`config.mk`:
```
export PLATFORM = sky130hd
export DESIGN_NAME = single_button_door_controller_core
export DESIGN_NICKNAME = d
export VERILOG_FILES = /design/src/rtl/sbdc_pkg.sv /design/src/rtl/sbdc_step.sv /design/src/rtl/single_button_door_controller_core.sv
export SDC_FILE = /design/constraint.sdc
export NUM_CORES = 1
export LEC_CHECK = 0
export ABC_AREA = 1
export BUFFER_PORTS_ARGS = -buffer_cell sky130_fd_sc_hd__buf_2
export CORE_MARGIN = 2
export CORE_UTILIZATION = 25
export CTS_CLUSTER_DIAMETER = 40
export CTS_CLUSTER_SIZE = 20
export DETAILED_ROUTE_END_ITERATION = 10
export GPL_ROUTABILITY_DRIVEN = 0
export PLACE_DENSITY = 0.52
export RECOVER_POWER = 50
export SYNTH_ARGS = -nofsm -noshare
export SYNTH_HDL_FRONTEND = slang
export SYNTH_SLANG_ARGS = --single-unit
```
`constraint.sdc`:
```
create_clock -name clock -period 4.2 [get_ports clock]
set_input_delay 0.63 -clock clock [delete_from_list [all_inputs] [get_ports clock]]
set_output_delay 0.63 -clock clock [all_outputs]
set_load 0.01 [all_outputs]
```
`src/rtl/sbdc_pkg.sv`:
```
package sbdc_pkg;

   localparam int PosWidth   = 25;
   localparam int PressWidth = 17;
   localparam int PubWidth   = 11;
   localparam int IvlWidth   = 16;

   localparam logic [PosWidth-1:0]   FULL_TRAVEL  = 25'd16777216;
   localparam logic [PosWidth-1:0]   HALF_TRAVEL  = 25'd8388608;
   localparam logic [PubWidth-1:0]   PUBLISH_MS   = 11'd1000;
   localparam logic [PressWidth-1:0] PRESS_MAX    = 17'd131071;
   localparam logic [PubWidth-1:0]   PUB_MAX      = 11'd2047;
   localparam logic [PosWidth-1:0]   STEP_RESET   = 25'd839;
   localparam logic [IvlWidth-1:0]   IVL_RESET    = 16'd1000;

   localparam logic [1:0] MOT_IDLE    = 2'd0;
   localparam logic [1:0] MOT_OPENING = 2'd1;
   localparam logic [1:0] MOT_CLOSING = 2'd2;

   localparam logic [1:0] TGT_IDLE  = 2'd0;
   localparam logic [1:0] TGT_OPEN  = 2'd1;
   localparam logic [1:0] TGT_CLOSE = 2'd2;
   localparam logic [1:0] TGT_NONE  = 2'd3;

   localparam logic DIR_CLOSING = 1'b0;
   localparam logic DIR_OPENING = 1'b1;

   localparam logic [2:0] FN_TICK       = 3'd0;
   localparam logic [2:0] FN_POSITION   = 3'd1;
   localparam logic [2:0] FN_STOP       = 3'd2;
   localparam logic [2:0] FN_OPEN_HIT   = 3'd3;
   localparam logic [2:0] FN_OPEN_LEFT  = 3'd4;
   localparam logic [2:0] FN_CLOSE_HIT  = 3'd5;
   localparam logic [2:0] FN_CLOSE_LEFT = 3'd6;

   localparam logic [1:0] CSR_OPEN_STEP  = 2'd0;
   localparam logic [1:0] CSR_CLOSE_STEP = 2'd1;
   localparam logic [1:0] CSR_INTERVAL   = 2'd2;

   typedef struct packed {
      logic [PosWidth-1:0] open_step;
      logic [PosWidth-1:0] close_step;
      logic [IvlWidth-1:0] interval;
   } sbdc_cfg_type;

   typedef struct packed {
      logic [PosWidth-1:0]   position;
      logic [1:0]            motion;
      logic [1:0]            pending;
      logic                  prev_dir;
      logic [PressWidth-1:0] since_press;
      logic [PubWidth-1:0]   since_pub;
   } sbdc_state_type;

   typedef struct packed {
      logic                publish;
      logic                actuate;
      logic [1:0]          movement;
      logic [PosWidth-1:0] position;
   } sbdc_result_type;

endpackage

```
`src/rtl/sbdc_step.sv`:
```
module sbdc_step (
   input  sbdc_pkg::sbdc_state_type  state,
   input  sbdc_pkg::sbdc_cfg_type    cfg,
   input  logic [2:0]                func,
   input  logic [24:0]               target_position,
   output sbdc_pkg::sbdc_state_type  state_next,
   output sbdc_pkg::sbdc_result_type result
);
   import sbdc_pkg::*;

   logic [PosWidth-1:0] target_sat;
   logic [PosWidth:0]   open_sum;
   logic                wants_press;
   logic                press;

   assign target_sat = (target_position > FULL_TRAVEL) ? FULL_TRAVEL : target_position;
   assign open_sum   = {1'b0, state.position} + {1'b0, cfg.open_step};

   always_comb begin
      state_next     = state;
      result.actuate = 1'b0;
      result.publish = 1'b0;
      wants_press    = 1'b0;
      press          = 1'b0;

      unique case (func)
         FN_TICK: begin
            if (state.since_press != PRESS_MAX) begin
               state_next.since_press = state.since_press + PressWidth'(1);
            end
            if (state.since_pub != PUB_MAX) begin
               state_next.since_pub = state.since_pub + PubWidth'(1);
            end
            wants_press = (state.pending != TGT_NONE) && (state.pending != state.motion);
            press = wants_press && (state_next.since_press > {1'b0, cfg.interval});
            if (press) begin
               // Each press steps the cycle open, stop, close, stop.
               if (state.motion != MOT_IDLE) begin
                  state_next.motion = MOT_IDLE;
               end else if (state.prev_dir == DIR_OPENING) begin
                  state_next.motion   = MOT_CLOSING;
                  state_next.prev_dir = DIR_CLOSING;
               end else begin
                  state_next.motion   = MOT_OPENING;
                  state_next.prev_dir = DIR_OPENING;
               end
               result.actuate         = 1'b1;
               result.publish         = 1'b1;
               state_next.since_press = '0;
               state_next.since_pub   = '0;
            end else if (!wants_press && state.pending == state.motion) begin
               state_next.pending = TGT_NONE;
            end
            // The press tick rebases time, so it adds no travel.
            if (!press) begin
               if (state.motion == MOT_OPENING) begin
                  state_next.position = (open_sum > {1'b0, FULL_TRAVEL}) ? FULL_TRAVEL
                                                                           : open_sum[PosWidth-1:0];
               end else if (state.motion == MOT_CLOSING) begin
                  state_next.position = (cfg.close_step >= state.position) ? '0
                                        : state.position - cfg.close_step;
               end
            end
            if (state_next.motion != MOT_IDLE && state_next.since_pub > PUBLISH_MS) begin
               result.publish       = 1'b1;
               state_next.since_pub = '0;
            end
         end
         FN_POSITION: begin
            if (target_sat != state.position) begin
               state_next.pending = (target_sat < state.position) ? TGT_CLOSE : TGT_OPEN;
            end
         end
         FN_STOP: begin
            if (state.motion != MOT_IDLE) begin
               state_next.pending = TGT_IDLE;
            end
         end
         FN_OPEN_HIT: begin
            state_next.pending  = TGT_NONE;
            state_next.motion   = MOT_IDLE;
            state_next.position = FULL_TRAVEL;
            state_next.prev_dir = DIR_OPENING;
            result.publish      = 1'b1;
         end
         FN_OPEN_LEFT: begin
            state_next.motion   = MOT_CLOSING;
            state_next.prev_dir = DIR_CLOSING;
            result.publish      = 1'b1;
         end
         FN_CLOSE_HIT: begin
            state_next.pending  = TGT_NONE;
            state_next.motion   = MOT_IDLE;
            state_next.position = '0;
            state_next.prev_dir = DIR_CLOSING;
            result.publish      = 1'b1;
         end
         FN_CLOSE_LEFT: begin
            state_next.motion   = MOT_OPENING;
            state_next.prev_dir = DIR_OPENING;
            result.publish      = 1'b1;
         end
         default: begin
         end
      endcase

      result.position = state_next.position;
      result.movement = state_next.motion;
   end

endmodule

```
`src/rtl/single_button_door_controller_core.sv`:
```
// Single-button door controller. Every request word (a 1 ms tick, a position request, a stop
// or an endstop edge) yields exactly one response word carrying the estimated position, the
// motion, the button press and the publish flag. A word is taken on every clock unless req_tready
// is low; its state update is computed combinationally by the step logic, and the response is
// registered. A two-word output stage lets one more request be taken while a response is held
// up by the consumer; req_tready falls only when both output words are occupied.
// Configuration writes are applied at once and should be made while the block is idle.
module single_button_door_controller_core (
   input  logic        clock,
   input  logic        reset,
   input  logic        req_tvalid,
   output logic        req_tready,
   input  logic [31:0] req_tdata,  // func[2:0], target_position[27:3], zero fill
   output logic        rsp_tvalid,
   input  logic        rsp_tready,
   output logic [31:0] rsp_tdata,  // position[24:0], movement[26:25], actuate[27], publish[28]
   input  logic        csr_we,
   input  logic [1:0]  csr_addr,
   input  logic [24:0] csr_wdata
);
   import sbdc_pkg::*;

   sbdc_cfg_type    cfg_ff;
   sbdc_state_type  state_ff;
   sbdc_state_type  state_in;
   sbdc_result_type result_in;
   sbdc_result_type out_ff;
   sbdc_result_type skid_ff;
   logic            out_valid_ff;
   logic            skid_valid_ff;
   logic            accept;
   logic            drain;

   sbdc_step u_step (
      .state           (state_ff),
      .cfg             (cfg_ff),
      .func            (req_tdata[2:0]),
      .target_position (req_tdata[27:3]),
      .state_next      (state_in),
      .result          (result_in)
   );

   assign req_tready = !skid_valid_ff;
   assign accept     = req_tvalid && req_tready;
   assign drain      = out_valid_ff && rsp_tready;
   assign rsp_tvalid = out_valid_ff;
   assign rsp_tdata  = {3'b000, out_ff};

   always_ff @(posedge clock) begin
      if (reset) begin
         cfg_ff.open_step  <= STEP_RESET;
         cfg_ff.close_step <= STEP_RESET;
         cfg_ff.interval   <= IVL_RESET;
      end else if (csr_we) begin
         unique case (csr_addr)
            CSR_OPEN_STEP:  cfg_ff.open_step  <= csr_wdata;
            CSR_CLOSE_STEP: cfg_ff.close_step <= csr_wdata;
            CSR_INTERVAL:   cfg_ff.interval   <= csr_wdata[IvlWidth-1:0];
            default: begin
            end
         endcase
      end
   end

   always_ff @(posedge clock) begin
      if (reset) begin
         state_ff.position    <= HALF_TRAVEL;
         state_ff.motion      <= MOT_IDLE;
         state_ff.pending     <= TGT_NONE;
         state_ff.prev_dir    <= DIR_CLOSING;
         state_ff.since_press <= '0;
         state_ff.since_pub   <= '0;
      end else if (accept) begin
         state_ff <= state_in;
      end
   end

   // The skid word only fills while the output word is held, and drains into it first.
   always_ff @(posedge clock) begin
      if (reset) begin
         out_valid_ff  <= 1'b0;
         skid_valid_ff <= 1'b0;
      end else if (drain) begin
         out_valid_ff  <= skid_valid_ff || accept;
         skid_valid_ff <= 1'b0;
      end else if (accept) begin
         out_valid_ff  <= 1'b1;
         skid_valid_ff <= out_valid_ff;
      end
   end

   always_ff @(posedge clock) begin
      if (drain) begin
         out_ff <= skid_valid_ff ? skid_ff : result_in;
      end else if (accept && !out_valid_ff) begin
         out_ff <= result_in;
      end
      if (accept && out_valid_ff && !drain) begin
         skid_ff <= result_in;
      end
   end

   a_skid_implies_out: assert property (@(posedge clock) disable iff (reset)
      skid_valid_ff |-> out_valid_ff)
      else $error("skid word held without an output word");

   a_position_range: assert property (@(posedge clock) disable iff (reset)
      state_ff.position <= FULL_TRAVEL)
      else $error("door position beyond full travel");

   a_press_publishes: assert property (@(posedge clock) disable iff (reset)
      (out_valid_ff && out_ff.actuate) |-> out_ff.publish)
      else $error("button press without publish");

   a_motion_code: assert property (@(posedge clock) disable iff (reset)
      state_ff.motion != 2'd3)
      else $error("invalid motion code");

endmodule

```
==> summary by stage <==
Status
The run finished, with violations left. The checks that failed: max-capacitance violations, max-slew violations.

Routing
Dividing the detail-routed wire length by the instance count gives 15.2 um. Before antenna repair, the detailed router went through 5 iterations. The first routing iteration left 982 violations. The count of vias placed by the detailed router is 12800. The total detailed-routing wirelength is 42600 um.

The number of nets with antenna violations after detailed routing is 0. The number of vias per cell after detailed routing is 4.58. After detailed routing, the number of remaining DRC violations is 0.

Critical path
The critical-path maximum fanout is 10. The biggest cell delay along the critical path is 0.36 ns. The startpoint type of the worst setup path is a register.

For the worst setup path, the data required time is 4.41 ns. The type of the setup path with the least slack is register to register. The critical path contains buffers and inverters numbering 4 combined. In this design, the largest share of critical-path delay is due to simple AND/OR/NAND/NOR gates.

The worst-path cell with the longest stage delay is sky130_fd_sc_hd__dfxtp_2. STA classifies the critical path endpoint as a register. The cell that appears most often on the critical path is sky130_fd_sc_hd__nand2_1. At the worst endpoint, the arrival time is 4.05 ns. Walking the worst path, the cells encountered are ha_2 > nand3_2 > nor2_2 > nand2_1 > nor2_1 > nand3_1 > buf_4 > nand3_1 > nor2_1 > a21oi_1 > ha_1 > nand2_1 > inv_1 > nand3_1 > nor3_1 > nand3_1 > nand3_4 > buf_4 > buf_4 > nand2_1 > nand2_1 > nand2_1 > nand2_1 > nand2_1.

Finish
The share of layout cells above drive strength 1 is 8.18%. After the last flow step, the layout net total stands at 2260. The final core area utilization is 28.8%. The signed area change from the synthesized netlist to the final layout is 13.4%. 0 antenna diodes ended up in the layout. With fillers left out, the area of the finished cells amounts to 0.0151 sq mm.

Synth
The predominant post-synthesis flop cell is sky130_fd_sc_hd__dfxtp_1. The synthesized design contains 184 register bits. Yosys mapped a number of flops with a built-in enable equal to 58. Synthesis produced a netlist whose cell count is 2027. Of the synthesized area, sequential elements account for 31.9%. The mean area per synthesized cell is 6.59 sq um.

Of all flip-flops after synthesis, the portion carrying an async set or reset was 0%. The mapped cell area is 0.0134 sq mm. The netlist uses 45 different library cells. The Yosys step of the flow raised 0 warnings.

Timing
The total of endpoints with negative setup slack in the final report is 0. The worst setup skew after layout is 0.0174 ns. Across all hold checks on the routed design, the worst slack comes to 0.416 ns.

The total count of hold-check failures in the final report is 0. The accumulated negative setup slack is 0 ns. Headroom to the max-slew limit came out at -31.7%. Static timing analysis puts the maximum clock frequency at 0.260 GHz. The worst path in the final design needs a cycle of 3.84 ns, including I/O delays and setup. Setup repair after global routing left no endpoint under its margin. The actual transition at the worst max-transition pin is 1.96 ns. The max-slew violation count came to 44. The share of the clock period used by the worst path is 91.4%.

Hold path
The worst hold path belongs to the class input port to register.

Global route
The initial antenna violation count is 0. The peak-usage layer in the global routing report is met2. The met1 demand-to-capacity share in global routing is 19.4%. The fraction of met2 tracks used by global routing is 26.0%. The number of global-route vias before repair came to 12400.

The maximum number of pins on one net before global-route repair is 58. The aggregate global-route resource usage is 15.4%. The wire length of the first global-routing pass is 67000 um. The residual overflow from global routing is 0.

In the global route stage, met3 resource usage came out at 2.26%.

CTS
The CTS root buffer is sky130_fd_sc_hd__clkbuf_16. In this run the deepest clock path goes through 2 buffers. The number of gates given a new drive strength after cts is 0. CTS built an H-tree with a depth of 4. The TritonCTS clock tree is done. After clock tree synthesis, the flow added hold-fix buffers numbering 0. Buffers added to address setup during post-CTS repair amount to 0. The clock transition at the registers of the reported paths is 0.07 ns. The clock latency on the worst-skew pair is 0.47 ns. The clock buffer count from CTS is 17.

The clock sink total is 184.

Flow run
The count of max-cap constraint violations is 3.

Floorplanning
The area of the core is 0.0527 sq mm. The initial cell density of the core is 25.4%. 98 I/O pins were placed. The width of the die is 235 um. The floorplan step set the die height to 235 um. The initialized floorplan defines 84 standard-cell rows. The area of the die is 0.0553 sq mm.

Power
In this run the power density over the cells is 326 mW/mm^2. The leakage power of the design is 7.37 nW. The worst-case vdd ir drop is 0.000307 V.

Placement
The number of buffer cells added on primary ports is 90. The placed wire-length estimate is 34000 um. The area after detailed placement is 0.0146 sq mm.
==> per-layer routing <==
metal	part of all wire (%)	up-vias
met4	3.7	0
li1	-	6639
met1	46	5824
met2	47	300
met3	3.6	81
met5	0	-
==> through the flow <==
step | power [mW] | std cells | worst slack, ns
after floorplan | 2.92 | 2029 | 0.629
after global placement | 3.31 | 2770 | 0.292
after detailed placement | 3.32 | 2770 | 0.251
after CTS | 4.99 | 2802 | 0.229
after global routing | 5.22 | 2802 | 0.0506
final | 4.94 | 2802 | 0.360
==> cells by family after synthesis <==
family	Yosys count	synth area share [%]
AND/OR/NAND/NOR	1024	32.4
buffers and inverters	373	11.0
AO/OA/AOI/OAI	298	12.1
flip-flops	184	31.9
adder cells (fa/ha/maj)	95	9.01
XOR/XNOR	51	3.34
other	1	0.0281
multiplexers	1	0.0843
==> where the power goes <==
part           switching [mW]  leakage, nW  internal, mW
Clock                   0.758        0.285         0.898
Sequential             0.0734         1.59          1.95
Combinational           0.849         5.50         0.415
==> registers in the layout, indices dropped and copies added, names as in the netlist <==
| name | flops |
|---|---|
| rsp_tdata | 29 |
| cfg_ff | 66 |
| skid_ff | 29 |
| rsp_tvalid | 1 |
| state_ff | 58 |
| skid_valid_ff | 1 |
==> tightest hold or removal path, delay by kind of cell <==
| kind | cells | cell delay (ns) |
|---|---|---|
| simple gates | 2 | 0.12 |
| buf+inv | 1 | 0.09 |
==> synthesized netlist by cell type (all sizes together), types with 2 or more instances <==
master / n / area (sq um)
a211oi: 7 / 52.6
a21oi: 165 / 826
a221oi: 2 / 17.5
buf: 21 / 154
clkbuf: 39 / 146
clkinv: 2 / 7.51
dfxtp: 126 / 2520
edfxtp: 58 / 1740
fa: 2 / 40.0
ha: 93 / 1160
inv: 311 / 1170
nand2: 655 / 2530
nand3: 102 / 541
nand3b: 6 / 45.0
nand4: 42 / 263
nor2: 183 / 757
nor3: 23 / 115
nor4: 9 / 56.3
o211ai: 14 / 105
o21a: 5 / 37.5
o21ai: 89 / 449
o21bai: 5 / 41.3
o221ai: 8 / 70.1
or2: 2 / 12.5
xnor2: 29 / 254
xor2: 22 / 193
==> worst paths after layout <==
kind                      start       endpoint  slack (ns)  depth (start not counted)
hold reg to reg      cfg_ff[38]     cfg_ff[38]        0.46                          2
setup / recovery   state_ff[11]  rsp_tdata[28]        0.36                         24
hold / removal    csr_wdata[16]     cfg_ff[57]        0.42                          3
setup reg to reg   state_ff[11]  rsp_tdata[28]        0.36                         24
==> area by class of cell <==
type / count / area (sq um)
fill: 5793 / 37500
clock inverter: 13 / 143
sequential: 184 / 4270
inverter: 313 / 1170
clock buffer: 19 / 443
timing repair buffer: 113 / 597
tap: 688 / 861
multi-input combinational: 1472 / 7660
==> cell usage in the layout, fill, tap and decap left out, types with 4 or more instances in the layout <==
master / n
sky130_fd_sc_hd__nand3b_1: 6
sky130_fd_sc_hd__xnor2_1: 29
sky130_fd_sc_hd__nor3_1: 21
sky130_fd_sc_hd__o221ai_1: 8
sky130_fd_sc_hd__edfxtp_1: 58
sky130_fd_sc_hd__nand3_1: 95
sky130_fd_sc_hd__buf_4: 18
sky130_fd_sc_hd__a211oi_1: 7
sky130_fd_sc_hd__nor2_1: 165
sky130_fd_sc_hd__nor4_1: 9
sky130_fd_sc_hd__buf_2: 58
sky130_fd_sc_hd__inv_6: 4
sky130_fd_sc_hd__nor2_2: 12
sky130_fd_sc_hd__o21bai_1: 4
sky130_fd_sc_hd__a21oi_1: 165
sky130_fd_sc_hd__inv_1: 308
sky130_fd_sc_hd__clkbuf_16: 17
sky130_fd_sc_hd__clkbuf_1: 36
sky130_fd_sc_hd__nand3_2: 5
sky130_fd_sc_hd__nor2_4: 6
sky130_fd_sc_hd__xor2_1: 22
sky130_fd_sc_hd__nand2_2: 25
sky130_fd_sc_hd__nand4_1: 42
sky130_fd_sc_hd__ha_1: 92
sky130_fd_sc_hd__o211ai_1: 14
sky130_fd_sc_hd__dfxtp_1: 124
sky130_fd_sc_hd__nand2_1: 629
sky130_fd_sc_hd__o21a_1: 5
sky130_fd_sc_hd__o21ai_0: 88
Note: power is estimated with default switching activity, not from simulation.
